--- src/hdl/stl_pkg.sv ---
// ----------------------------------------------------------------------------
// stl_pkg - shared types and constants of the source token lexer
// scan mode codes, token kinds and the keyword table
// ----------------------------------------------------------------------------
package stl_pkg;

	localparam logic [3:0] MD_IDLE   = 4'd0;
	localparam logic [3:0] MD_WORD   = 4'd1;
	localparam logic [3:0] MD_NUM    = 4'd2;
	localparam logic [3:0] MD_STR    = 4'd3;
	localparam logic [3:0] MD_CHOPEN = 4'd4;
	localparam logic [3:0] MD_CHGOT  = 4'd5;
	localparam logic [3:0] MD_EQ     = 4'd6;
	localparam logic [3:0] MD_BANG   = 4'd7;
	localparam logic [3:0] MD_LT     = 4'd8;
	localparam logic [3:0] MD_GT     = 4'd9;
	localparam logic [3:0] MD_AMP    = 4'd10;
	localparam logic [3:0] MD_BAR    = 4'd11;
	localparam logic [3:0] MD_STOP   = 4'd12;

	localparam logic [5:0] K_IDENT = 6'd0;
	localparam logic [5:0] K_INT   = 6'd11;
	localparam logic [5:0] K_DEC   = 6'd12;
	localparam logic [5:0] K_STR   = 6'd13;
	localparam logic [5:0] K_CHR   = 6'd14;
	localparam logic [5:0] K_PLUS  = 6'd15;
	localparam logic [5:0] K_MINUS = 6'd16;
	localparam logic [5:0] K_STAR  = 6'd17;
	localparam logic [5:0] K_SLASH = 6'd18;
	localparam logic [5:0] K_PCT   = 6'd19;
	localparam logic [5:0] K_ASSIGN = 6'd20;
	localparam logic [5:0] K_EQEQ  = 6'd21;
	localparam logic [5:0] K_NOT   = 6'd22;
	localparam logic [5:0] K_NE    = 6'd23;
	localparam logic [5:0] K_LT    = 6'd24;
	localparam logic [5:0] K_LE    = 6'd25;
	localparam logic [5:0] K_SHL   = 6'd26;
	localparam logic [5:0] K_GT    = 6'd27;
	localparam logic [5:0] K_GE    = 6'd28;
	localparam logic [5:0] K_ANDAND = 6'd29;
	localparam logic [5:0] K_OROR  = 6'd30;
	localparam logic [5:0] K_LPAR  = 6'd31;
	localparam logic [5:0] K_RPAR  = 6'd32;
	localparam logic [5:0] K_LBR   = 6'd33;
	localparam logic [5:0] K_RBR   = 6'd34;
	localparam logic [5:0] K_SEMI  = 6'd35;
	localparam logic [5:0] K_UNK   = 6'd36;
	localparam logic [5:0] K_EOF   = 6'd37;

	localparam int NUM_KW = 10;

	typedef logic [47:0] kw_win_t;

	// keyword text packed with the first byte highest, as shifted in
	localparam kw_win_t KW_TABLE [NUM_KW] = '{
		48'h6D656F77, 48'h696E74, 48'h64656369, 48'h626F6F6C, 48'h63686172,
		48'h737472696E67, 48'h74727565, 48'h66616C7365, 48'h6966, 48'h656C7365
	};

	// token record without line and position, which the datapath fills in
	typedef struct packed {
		logic       vld;
		logic [5:0] kind;
		logic       at_pend;   // start from pending_start, else current position
		logic       len_span;  // length from span, else len_small
		logic [1:0] len_small;
	} tok_ctl_t;

	function automatic logic is_alpha(input logic [7:0] b);
		return (b >= 8'h61 && b <= 8'h7A) || (b >= 8'h41 && b <= 8'h5A);
	endfunction

	function automatic logic is_digit(input logic [7:0] b);
		return b >= 8'h30 && b <= 8'h39;
	endfunction

	function automatic logic [5:0] word_kind(input kw_win_t w, input logic too_long);
		logic [5:0] k;
		k = K_IDENT;
		if (!too_long)
			for (int i = 0; i < NUM_KW; i++)
				if (w == KW_TABLE[i]) k = 6'(i + 1);
		return k;
	endfunction

endpackage

--- src/hdl/stl_skid.sv ---
// ----------------------------------------------------------------------------
// stl_skid - two-entry result buffer
// holds the words of one byte step; the input side waits until it has space
// ----------------------------------------------------------------------------
module stl_skid #(
	parameter int W = 80
) (
	input  logic         clk,
	input  logic         arst_n,
	input  logic         in_vld,
	input  logic [1:0]   in_cnt,
	input  logic [W-1:0] in_w0,
	input  logic [W-1:0] in_w1,
	output logic         space,
	output logic         out_vld,
	input  logic         out_rdy,
	output logic [W-1:0] out_w
);
	logic [1:0]   cnt_q;
	logic [W-1:0] b0_q, b1_q;
	logic         pop;

	assign out_vld = cnt_q != 2'd0;
	assign out_w   = b0_q;
	assign pop     = out_vld && out_rdy;
	// free when empty, or when the last held word leaves now
	assign space   = cnt_q == 2'd0 || (cnt_q == 2'd1 && out_rdy);

	always_ff @(posedge clk or negedge arst_n) begin
		if (!arst_n) begin
			cnt_q <= 2'd0;
		end else if (in_vld && in_cnt != 2'd0) begin
			cnt_q <= in_cnt;
		end else if (pop) begin
			cnt_q <= cnt_q - 2'd1;
		end
	end

	always_ff @(posedge clk) begin
		if (in_vld && in_cnt != 2'd0) begin
			b0_q <= in_w0;
			b1_q <= in_w1;
		end else if (pop) begin
			b0_q <= b1_q;
		end
	end

`ifndef SYNTH
	a_cnt_range: assert property (@(posedge clk) disable iff (!arst_n)
		cnt_q != 2'd3) else $error("skid count out of range");
	a_no_overwrite: assert property (@(posedge clk) disable iff (!arst_n)
		(in_vld && in_cnt != 2'd0) |-> (cnt_q == 2'd0 || (cnt_q == 2'd1 && out_rdy)))
		else $error("skid overwritten");
	a_pop_dec: assert property (@(posedge clk) disable iff (!arst_n)
		(pop && !(in_vld && in_cnt != 2'd0) && cnt_q == 2'd2) |=> cnt_q == 2'd1)
		else $error("skid pop lost");
`endif

endmodule

--- src/hdl/stl_scan.sv ---
// ----------------------------------------------------------------------------
// stl_scan - per-byte token decision
// pending-token close and fresh-byte start, purely combinational
// ----------------------------------------------------------------------------
module stl_scan (
	input  logic [3:0]          mode,
	input  logic [7:0]          b,
	input  stl_pkg::kw_win_t    win,
	input  logic                too_long,
	input  logic                dot,
	output stl_pkg::tok_ctl_t   t0,
	output stl_pkg::tok_ctl_t   t1,
	output logic [3:0]          mode_nx,
	output logic                line_inc,
	output logic                set_pend,
	output logic                pend_plus1,
	output stl_pkg::kw_win_t    win_nx,
	output logic                too_long_nx,
	output logic                dot_nx
);
	logic consumed;
	stl_pkg::tok_ctl_t tp, tf;

	function automatic stl_pkg::tok_ctl_t mk(input logic [5:0] k, input logic ap,
			input logic ls, input logic [1:0] l);
		stl_pkg::tok_ctl_t t;
		t.vld = 1'b1; t.kind = k; t.at_pend = ap; t.len_span = ls; t.len_small = l;
		return t;
	endfunction

	always_comb begin
		tp = '0; tf = '0;
		consumed = 1'b0;
		mode_nx = stl_pkg::MD_IDLE;
		line_inc = 1'b0; set_pend = 1'b0; pend_plus1 = 1'b0;
		win_nx = win; too_long_nx = too_long; dot_nx = dot;
		// close or extend the pending token
		case (mode)
			stl_pkg::MD_WORD: begin
				if (stl_pkg::is_alpha(b) || stl_pkg::is_digit(b) || b == 8'h5F) begin
					if (win[47:40] != 8'd0) too_long_nx = 1'b1;
					else win_nx = {win[39:0], b};
					mode_nx = stl_pkg::MD_WORD; consumed = 1'b1;
				end else tp = mk(stl_pkg::word_kind(win, too_long), 1'b1, 1'b1, 2'd0);
			end
			stl_pkg::MD_NUM: begin
				if (stl_pkg::is_digit(b) || (b == 8'h2E && !dot)) begin
					if (b == 8'h2E) dot_nx = 1'b1;
					mode_nx = stl_pkg::MD_NUM; consumed = 1'b1;
				end else tp = mk(dot ? stl_pkg::K_DEC : stl_pkg::K_INT, 1'b1, 1'b1, 2'd0);
			end
			stl_pkg::MD_STR: begin
				if (b == 8'h22) begin
					tp = mk(stl_pkg::K_STR, 1'b1, 1'b1, 2'd0); consumed = 1'b1;
				end else if (b == 8'd0) begin
					tp = mk(stl_pkg::K_STR, 1'b1, 1'b1, 2'd0);
				end else begin
					line_inc = b == 8'd10;
					mode_nx = stl_pkg::MD_STR; consumed = 1'b1;
				end
			end
			stl_pkg::MD_CHOPEN: begin
				if (b == 8'd10 || b == 8'd0) tp = mk(stl_pkg::K_CHR, 1'b1, 1'b0, 2'd0);
				else begin
					mode_nx = stl_pkg::MD_CHGOT; consumed = 1'b1;
				end
			end
			stl_pkg::MD_CHGOT: begin
				tp = mk(stl_pkg::K_CHR, 1'b1, 1'b0, 2'd1); consumed = b == 8'h27;
			end
			stl_pkg::MD_EQ: begin
				consumed = b == 8'h3D;
				tp = consumed ? mk(stl_pkg::K_EQEQ, 1'b1, 1'b0, 2'd2)
				              : mk(stl_pkg::K_ASSIGN, 1'b1, 1'b0, 2'd1);
			end
			stl_pkg::MD_BANG: begin
				consumed = b == 8'h3D;
				tp = consumed ? mk(stl_pkg::K_NE, 1'b1, 1'b0, 2'd2)
				              : mk(stl_pkg::K_NOT, 1'b1, 1'b0, 2'd1);
			end
			stl_pkg::MD_LT: begin
				consumed = b == 8'h3C || b == 8'h3D;
				if (b == 8'h3C) tp = mk(stl_pkg::K_SHL, 1'b1, 1'b0, 2'd2);
				else if (b == 8'h3D) tp = mk(stl_pkg::K_LE, 1'b1, 1'b0, 2'd2);
				else tp = mk(stl_pkg::K_LT, 1'b1, 1'b0, 2'd1);
			end
			stl_pkg::MD_GT: begin
				consumed = b == 8'h3D;
				tp = consumed ? mk(stl_pkg::K_GE, 1'b1, 1'b0, 2'd2)
				              : mk(stl_pkg::K_GT, 1'b1, 1'b0, 2'd1);
			end
			stl_pkg::MD_AMP: begin
				consumed = b == 8'h26;
				tp = consumed ? mk(stl_pkg::K_ANDAND, 1'b1, 1'b0, 2'd2)
				              : mk(stl_pkg::K_UNK, 1'b1, 1'b0, 2'd1);
			end
			stl_pkg::MD_BAR: begin
				consumed = b == 8'h7C;
				tp = consumed ? mk(stl_pkg::K_OROR, 1'b1, 1'b0, 2'd2)
				              : mk(stl_pkg::K_UNK, 1'b1, 1'b0, 2'd1);
			end
			default: ;
		endcase
		// byte not taken by a pending token starts afresh
		if (!consumed) begin
			case (b)
				8'd0: begin
					tf = mk(stl_pkg::K_EOF, 1'b0, 1'b0, 2'd0); mode_nx = stl_pkg::MD_STOP;
				end
				8'd10: line_inc = 1'b1;
				8'd9, 8'd11, 8'd12, 8'd13, 8'd32: ;
				8'h2B: tf = mk(stl_pkg::K_PLUS, 1'b0, 1'b0, 2'd1);
				8'h2D: tf = mk(stl_pkg::K_MINUS, 1'b0, 1'b0, 2'd1);
				8'h2A: tf = mk(stl_pkg::K_STAR, 1'b0, 1'b0, 2'd1);
				8'h2F: tf = mk(stl_pkg::K_SLASH, 1'b0, 1'b0, 2'd1);
				8'h25: tf = mk(stl_pkg::K_PCT, 1'b0, 1'b0, 2'd1);
				8'h28: tf = mk(stl_pkg::K_LPAR, 1'b0, 1'b0, 2'd1);
				8'h29: tf = mk(stl_pkg::K_RPAR, 1'b0, 1'b0, 2'd1);
				8'h7B: tf = mk(stl_pkg::K_LBR, 1'b0, 1'b0, 2'd1);
				8'h7D: tf = mk(stl_pkg::K_RBR, 1'b0, 1'b0, 2'd1);
				8'h3B: tf = mk(stl_pkg::K_SEMI, 1'b0, 1'b0, 2'd1);
				8'h3D: begin mode_nx = stl_pkg::MD_EQ; set_pend = 1'b1; end
				8'h21: begin mode_nx = stl_pkg::MD_BANG; set_pend = 1'b1; end
				8'h3C: begin mode_nx = stl_pkg::MD_LT; set_pend = 1'b1; end
				8'h3E: begin mode_nx = stl_pkg::MD_GT; set_pend = 1'b1; end
				8'h26: begin mode_nx = stl_pkg::MD_AMP; set_pend = 1'b1; end
				8'h7C: begin mode_nx = stl_pkg::MD_BAR; set_pend = 1'b1; end
				8'h22: begin
					mode_nx = stl_pkg::MD_STR; set_pend = 1'b1; pend_plus1 = 1'b1;
				end
				8'h27: begin
					mode_nx = stl_pkg::MD_CHOPEN; set_pend = 1'b1; pend_plus1 = 1'b1;
				end
				default: begin
					if (stl_pkg::is_alpha(b) || b == 8'h5F) begin
						mode_nx = stl_pkg::MD_WORD; set_pend = 1'b1;
						win_nx = {40'd0, b}; too_long_nx = 1'b0;
					end else if (stl_pkg::is_digit(b)) begin
						mode_nx = stl_pkg::MD_NUM; set_pend = 1'b1; dot_nx = 1'b0;
					end else tf = mk(stl_pkg::K_UNK, 1'b0, 1'b0, 2'd1);
				end
			endcase
		end
		// pack tokens in order, first slot always used first
		if (tp.vld) begin
			t0 = tp; t1 = tf;
		end else begin
			t0 = tf; t1 = '0;
		end
	end

endmodule

--- src/hdl/source_token_lexer.sv ---
// ----------------------------------------------------------------------------
// source_token_lexer - streaming lexer for a small c-like language
// one source byte per word in, zero to two token words out per byte
// ----------------------------------------------------------------------------
// output: a token word is offered in the cycle after the byte that closes it
// throughput: one byte accepted every cycle while the buffer has space; a byte giving
//   two tokens fills both entries, and input waits while the two-word buffer drains
// reset: arst_n clears mode, counters and buffer; line count restarts at one
// end_of_input (or a zero byte then end_of_input) restores the reset state
module source_token_lexer #(
	parameter int COUNTER_BITS = 24
) (
	input  logic        clk,
	input  logic        arst_n,
	input  logic        s_tvalid,
	output logic        s_tready,
	input  logic [7:0]  s_tdata,   // char_code [7:0]
	input  logic        s_tuser,   // end_of_input
	output logic        m_tvalid,
	input  logic        m_tready,
	output logic [79:0] m_tdata,   // token_kind [5:0], token_line [29:6],
	                               // token_start [53:30], token_length [77:54], zero pad
	output logic        m_tlast    // last_of_run
);
	localparam logic [COUNTER_BITS-1:0] CMAX = '1;
	localparam int WW = 81;

	logic [3:0]              mode_q;
	logic [COUNTER_BITS-1:0] line_q, pos_q, pend_q;
	stl_pkg::kw_win_t        win_q;
	logic                    too_long_q, dot_q;

	logic                    acc, stopped, eoi;
	logic [7:0]              b;
	stl_pkg::tok_ctl_t       t0, t1;
	logic [3:0]              mode_nx;
	logic                    line_inc, set_pend, pend_plus1, too_long_nx, dot_nx;
	stl_pkg::kw_win_t        win_nx;
	logic [COUNTER_BITS-1:0] span, pos_inc, line_nx;
	logic [WW-1:0]           w0, w1, ow;
	logic [1:0]              cnt;
	logic                    space;

	assign acc     = s_tvalid && s_tready;
	assign s_tready = space;
	assign stopped = mode_q == stl_pkg::MD_STOP;
	assign eoi     = s_tuser;
	assign b       = eoi ? 8'd0 : s_tdata;

	stl_scan u_scan (
		.mode(mode_q), .b(b), .win(win_q), .too_long(too_long_q), .dot(dot_q),
		.t0(t0), .t1(t1), .mode_nx(mode_nx), .line_inc(line_inc),
		.set_pend(set_pend), .pend_plus1(pend_plus1), .win_nx(win_nx),
		.too_long_nx(too_long_nx), .dot_nx(dot_nx)
	);

	assign span    = (pos_q >= pend_q) ? pos_q - pend_q : '0;
	assign pos_inc = (pos_q == CMAX) ? CMAX : pos_q + COUNTER_BITS'(1);
	// tokens carry the line count from before this byte's own newline
	assign line_nx = (line_inc && line_q != CMAX) ? line_q + COUNTER_BITS'(1) : line_q;

	function automatic logic [WW-1:0] pack(input stl_pkg::tok_ctl_t t,
			input logic lst, input logic [COUNTER_BITS-1:0] ln,
			input logic [COUNTER_BITS-1:0] p, input logic [COUNTER_BITS-1:0] pd,
			input logic [COUNTER_BITS-1:0] sp);
		logic [COUNTER_BITS-1:0] st, len;
		st  = t.at_pend ? pd : p;
		len = t.len_span ? sp : COUNTER_BITS'(t.len_small);
		return {lst, 2'b00, 24'(len), 24'(st), 24'(ln), t.kind};
	endfunction

	assign w0  = pack(t0, !t1.vld, line_q, pos_q, pend_q, span);
	assign w1  = pack(t1, 1'b1, line_q, pos_q, pend_q, span);
	assign cnt = stopped ? 2'd0 : 2'(t0.vld) + 2'(t1.vld);

	stl_skid #(.W(WW)) u_skid (
		.clk(clk), .arst_n(arst_n), .in_vld(acc), .in_cnt(cnt), .in_w0(w0),
		.in_w1(w1), .space(space), .out_vld(m_tvalid), .out_rdy(m_tready), .out_w(ow)
	);

	assign m_tdata = ow[79:0];
	assign m_tlast = ow[80];

	always_ff @(posedge clk or negedge arst_n) begin
		if (!arst_n) begin
			mode_q <= stl_pkg::MD_IDLE;
			line_q <= COUNTER_BITS'(1);
			pos_q <= '0;
			pend_q <= '0;
			win_q <= '0;
			too_long_q <= 1'b0;
			dot_q <= 1'b0;
		end else if (acc) begin
			if (eoi) begin
				// end of input always returns to the reset state
				mode_q <= stl_pkg::MD_IDLE;
				line_q <= COUNTER_BITS'(1);
				pos_q <= '0;
				pend_q <= '0;
				win_q <= '0;
				too_long_q <= 1'b0;
				dot_q <= 1'b0;
			end else if (!stopped) begin
				mode_q <= mode_nx;
				line_q <= line_nx;
				if (mode_nx != stl_pkg::MD_STOP) pos_q <= pos_inc;
				if (set_pend) pend_q <= pend_plus1 ? pos_inc : pos_q;
				win_q <= win_nx;
				too_long_q <= too_long_nx;
				dot_q <= dot_nx;
			end
		end
	end

`ifndef SYNTH
	a_stop_quiet: assert property (@(posedge clk) disable iff (!arst_n)
		(acc && stopped) |=> (mode_q == stl_pkg::MD_STOP || mode_q == stl_pkg::MD_IDLE))
		else $error("left stop without end of input");
	a_eoi_reset: assert property (@(posedge clk) disable iff (!arst_n)
		(acc && eoi) |=> (mode_q == stl_pkg::MD_IDLE && pos_q == '0))
		else $error("end of input did not reset");
	a_line_nonzero: assert property (@(posedge clk) disable iff (!arst_n)
		line_q != '0) else $error("line count zero");
	a_pair_order: assert property (@(posedge clk) disable iff (!arst_n)
		t1.vld |-> t0.vld) else $error("second token without first");
`endif

endmodule

--- config.mk ---
export PLATFORM = sky130hd
export DESIGN_NAME = source_token_lexer
export DESIGN_NICKNAME = d
export VERILOG_FILES = /design/src/hdl/stl_pkg.sv /design/src/hdl/stl_skid.sv /design/src/hdl/stl_scan.sv /design/src/hdl/source_token_lexer.sv
export SDC_FILE = /design/constraint.sdc
export NUM_CORES = 1
export LEC_CHECK = 0
export BUFFER_PORTS_ARGS = -buffer_cell sky130_fd_sc_hd__buf_2
export CAP_MARGIN = 20
export CORE_ASPECT_RATIO = 0.75
export CORE_MARGIN = 3
export CORE_UTILIZATION = 61
export CTS_CLUSTER_DIAMETER = 40
export DETAILED_ROUTE_END_ITERATION = 16
export PLACE_DENSITY = 0.8
export SYNTH_ARGS = -nofsm -noshare
export SYNTH_HDL_FRONTEND = slang
export SYNTH_SLANG_ARGS = --single-unit
export TNS_END_PERCENT = 50
--- constraint.sdc ---
create_clock -name clk -period 6.2 [get_ports clk]
set_input_delay 0.31 -clock clk [delete_from_list [all_inputs] [get_ports clk]]
set_output_delay 0.31 -clock clk [all_outputs]
set_load 0.01 [all_outputs]
==> key figures <==
Min path
  – Hold_sp: s_tdata[5]
  – Hold Crit Depth: 2
  – Hold EP: win_q[5]
  – Min-delay worst type: in2reg

Critical path
  – Crit end category: flop
  – Most used cell, CP: buf_4
  – Worst path slowest cell: a2111oi_1
  – Reg2reg end: u_skid.out_w[4]
  – CP Buf/Inv Count: 4
  – R2R cell count: 11
  – Critical path type: in2reg
  – Critical-path maximum fanout: 43
  – Top Family by Delay on Critical Path: compound AO/OA/AOI/OAI gates
  – Worst r2r src: mode_q[1]
  – Worst reg2reg setup slack: 2.31 ns
  – CP peak stage delay: 0.69 ns
  – CP cell instances: buf_2 -> nor4_2 -> a2111oi_1 -> a21oi_1 -> nand3_1 -> a41o_1 -> buf_4 -> inv_2 -> ha_1 -> o21ai_4 -> buf_4 -> a311oi_1 -> a21o_1
  – Crit path required time: 6.52 ns
  – Setup crit start kind: input pin
  – Arrival time at the worst endpoint: 4.28 ns

Power
  – Cell Pwr Density: 452 nW/um2
  – Maximum vdd drop: 0.000302 V
  – Leak: 6.49 nW

Synthesis
  – Post-synth ARST share: 48.9%
  – Synth warn: 0
  – Synth Instances: 1496
  – Cell Area, Synth: 14500 um2
  – Yosys reg bits: 262
  – Number of synthesized flops with an enable pin: 134
  – Post-synthesis average cell area: 9.68 um2
  – Seq/Total Area, Yosys: 49.9%
  – Synth unique cells: 91
  – Post-synth top flop: edfxtp_1

Floorplanning
  – Initial Util: 62.4%
  – Full die area: 25600 um2
  – DIE WIDTH: 184 um
  – Chip Height: 139 um
  – Core Area: 23200 um2
  – Std-Cell Rows: 48
  – Ports: 96

Clock network
  – Cts hold-fix bufs: 1
  – Clock transition at path regs: 0.06 ns
  – H-tree Lvls: 1
  – Post-CTS setup repair buffer count: 0
  – CTS Buffer Depth: 3
  – Worst skew pair latency: 0.57 ns
  – Root buffer cell: clkbuf_16
  – TritonCTS clock tree: yes
  – Clock buffer count from CTS: 31
  – Post-CTS sizing: 0
  – # clock sinks: 262

Timing
  – Max Fclk: 252 MHz
  – Final worst path period share: 63.9%
  – Rel. slew slack: 29.9%
  – Slew @ Worst Pin: 1.05 ns
  – RSZ-0062 raised after global routing: no
  – Endpoints failing hold: 0
  – Endpoints failing setup: 0
  – Fin crit period: 3.96 ns
  – Worst clock skew: 0.0208 ns
  – Fin Hold WS: 0.0934 ns
  – Slew Viols, Final: 0
  – Final TNS setup: 0 ns

Routing
  – # DRC: 0
  – Drt first-iter violations: 1433
  – Routed WL: 39500 um
  – DR pass1 iterations: 6
  – DRT antenna net count: 0
  – Via density: 6.64
  – Routed WL per cell: 21.2 um
  – Via count of the routed design: 12400

Placed design
  – RD Place Congestion: 0.946
  – Post-DP Area: 15000 um2
  – Port Buffers: 93
  – DP Wirelength: 26300 um

Global route
  – Total congestion overflow: 0
  – Pin count of the biggest net entering global routing: 122
  – GRT Overall Usage: 30.2%
  – Vias in the first global route: 11500
  – First-pass GRT wire length: 62800 um
  – Initial antenna violation count: 0

Run status
  – Status: complete, no violations

Run
  – Max Cap Viol: 0

Cells and area
  – Filler Cell Count: 1731
  – Ant diodes: 0
  – Layout cells sized above 1: 12.7%
  – Area grow syn2layout: 11.7%
  – Post-Route Utilization: 69.7%
  – Nets: 1590
  – Post-route cell area: 16200 um2
## where the power goes
part	leakage [nW]	total, mW	switching, mW	internal (mW)
combinational	2.92	2.68	1.79	0.895
clock	0.528	1.87	0.763	1.11
sequential	3.04	2.76	0.250	2.51
## worst register-to-register path: stages (launching register included)
cell and delay, ns:
dfrtp_1 0.60, nor2_1 0.57, nand2_1 0.11, a21oi_1 0.16
a41o_1 0.19, buf_4 0.35, inv_2 0.24, ha_1 0.40
o21ai_4 0.28, buf_4 0.46, a311oi_1 0.12, a21o_1 0.17
## registers in the layout, indices dropped and copies added (netlist names), 2 cells and up
signal,count
u_skid.cnt_q,2
line_q,24
win_q,48
u_skid.out_w,79
pos_q,24
mode_q,4
pend_q,24
u_skid.b1_q,55
## cells in the mapped netlist (15+ instances only)
cell type	n	area share [%]
buf_2	23	0.80
dfrtp_1	127	22
o2bb2ai_1	18	1.1
a31oi_1	38	1.6
xnor2_1	23	1.4
nor3_1	46	1.6
nand4_1	25	1.1
edfxtp_1	134	28
o21ai_0	88	3.0
and3_1	24	1.0
inv_1	50	1.3
clkbuf_1	55	1.4
nand3_1	52	1.8
a21oi_1	68	2.4
and2_1	15	0.65
ha_1	35	3.0
nand2_1	207	5.4
a22o_1	62	3.8
a21o_1	20	1.0
nor2_1	126	3.3
## metal layers
layer | up-vias | global-route usage (%) | routed length (um)
li1 | 5652 | - | -
met1 | 6012 | 44.9 | 17200
met2 | 643 | 46.1 | 17700
met3 | 78 | 5.72 | 3760
met4 | 0 | 8.03 | 886
met5 | - | 0 | 0
## worst max-delay path by stage
stage	from	end	slack (ns)	depth (start not counted)
detailed placement	s_tdata[1]	u_skid.out_w[46]	1.57	11
finish	s_tdata[1]	u_skid.out_w[4]	2.24	13
global route	s_tdata[1]	u_skid.out_w[54]	2.01	14
global placement	s_tdata[1]	u_skid.out_w[46]	1.64	11
CTS	s_tdata[1]	u_skid.out_w[75]	2.12	11
floorplan	s_tdata[4]	u_skid.out_w[0]	0.87	13
## layout make-up
cell class | count | area (um2) | area share [%]
timing repair buffer | 110 | 643 | 3.98
sequential | 262 | 7230 | 44.7
multi-input combinational | 1085 | 6630 | 41.0
tap | 300 | 375 | 2.32
clock inverter | 18 | 206 | 1.28
inverter | 51 | 194 | 1.20
clock buffer | 40 | 881 | 5.45
## cell families after synthesis
kind of cell             share of synthesized area (%)
AND/OR/NAND/NOR                                   21.2
multiplexers                                     0.605
buffers and inverters                             4.48
AO/OA/AOI/OAI                                     18.8
adder cells (fa/ha/maj)                           3.16
XOR/XNOR                                          1.82
other                                           0.0259
flip-flops                                        49.9
## placed cells by master, fill, tap and decap left out, types with 9 or more instances in the layout
| master | count |
|---|---|
| nand2_1 | 206 |
| edfxtp_1 | 134 |
| dfrtp_1 | 127 |
| nor2_1 | 126 |
| buf_2 | 93 |
| o21ai_0 | 87 |
| a21oi_1 | 68 |
| a22o_1 | 62 |
| nand3_1 | 52 |
| inv_1 | 49 |
| nor3_1 | 45 |
| a31oi_1 | 38 |
| ha_1 | 35 |
| clkbuf_16 | 32 |
| nand4_1 | 25 |
| and3_1 | 24 |
| xnor2_1 | 23 |
| a21o_1 | 20 |
| o2bb2ai_1 | 18 |
| and2_1 | 15 |
| nor2b_1 | 13 |
| nor4_1 | 13 |
| o22ai_1 | 13 |
| nand2b_1 | 12 |
| and4_1 | 12 |
| a21boi_0 | 12 |
| buf_4 | 12 |
| or3_1 | 11 |
| nand4b_1 | 10 |
| or4_1 | 9 |
## through the flow
step / setup slack [ns] / std cells / total power, mW
finish: 2.24 / 1866 / 7.31
global route: 2.01 / 1866 / 7.68
CTS: 2.12 / 1863 / 7.27
detailed placement: 1.57 / 1804 / 5.37
global placement: 1.64 / 1803 / 5.30
floorplan: 0.870 / 1497 / 4.50
(Power assumes the default switching activity.)
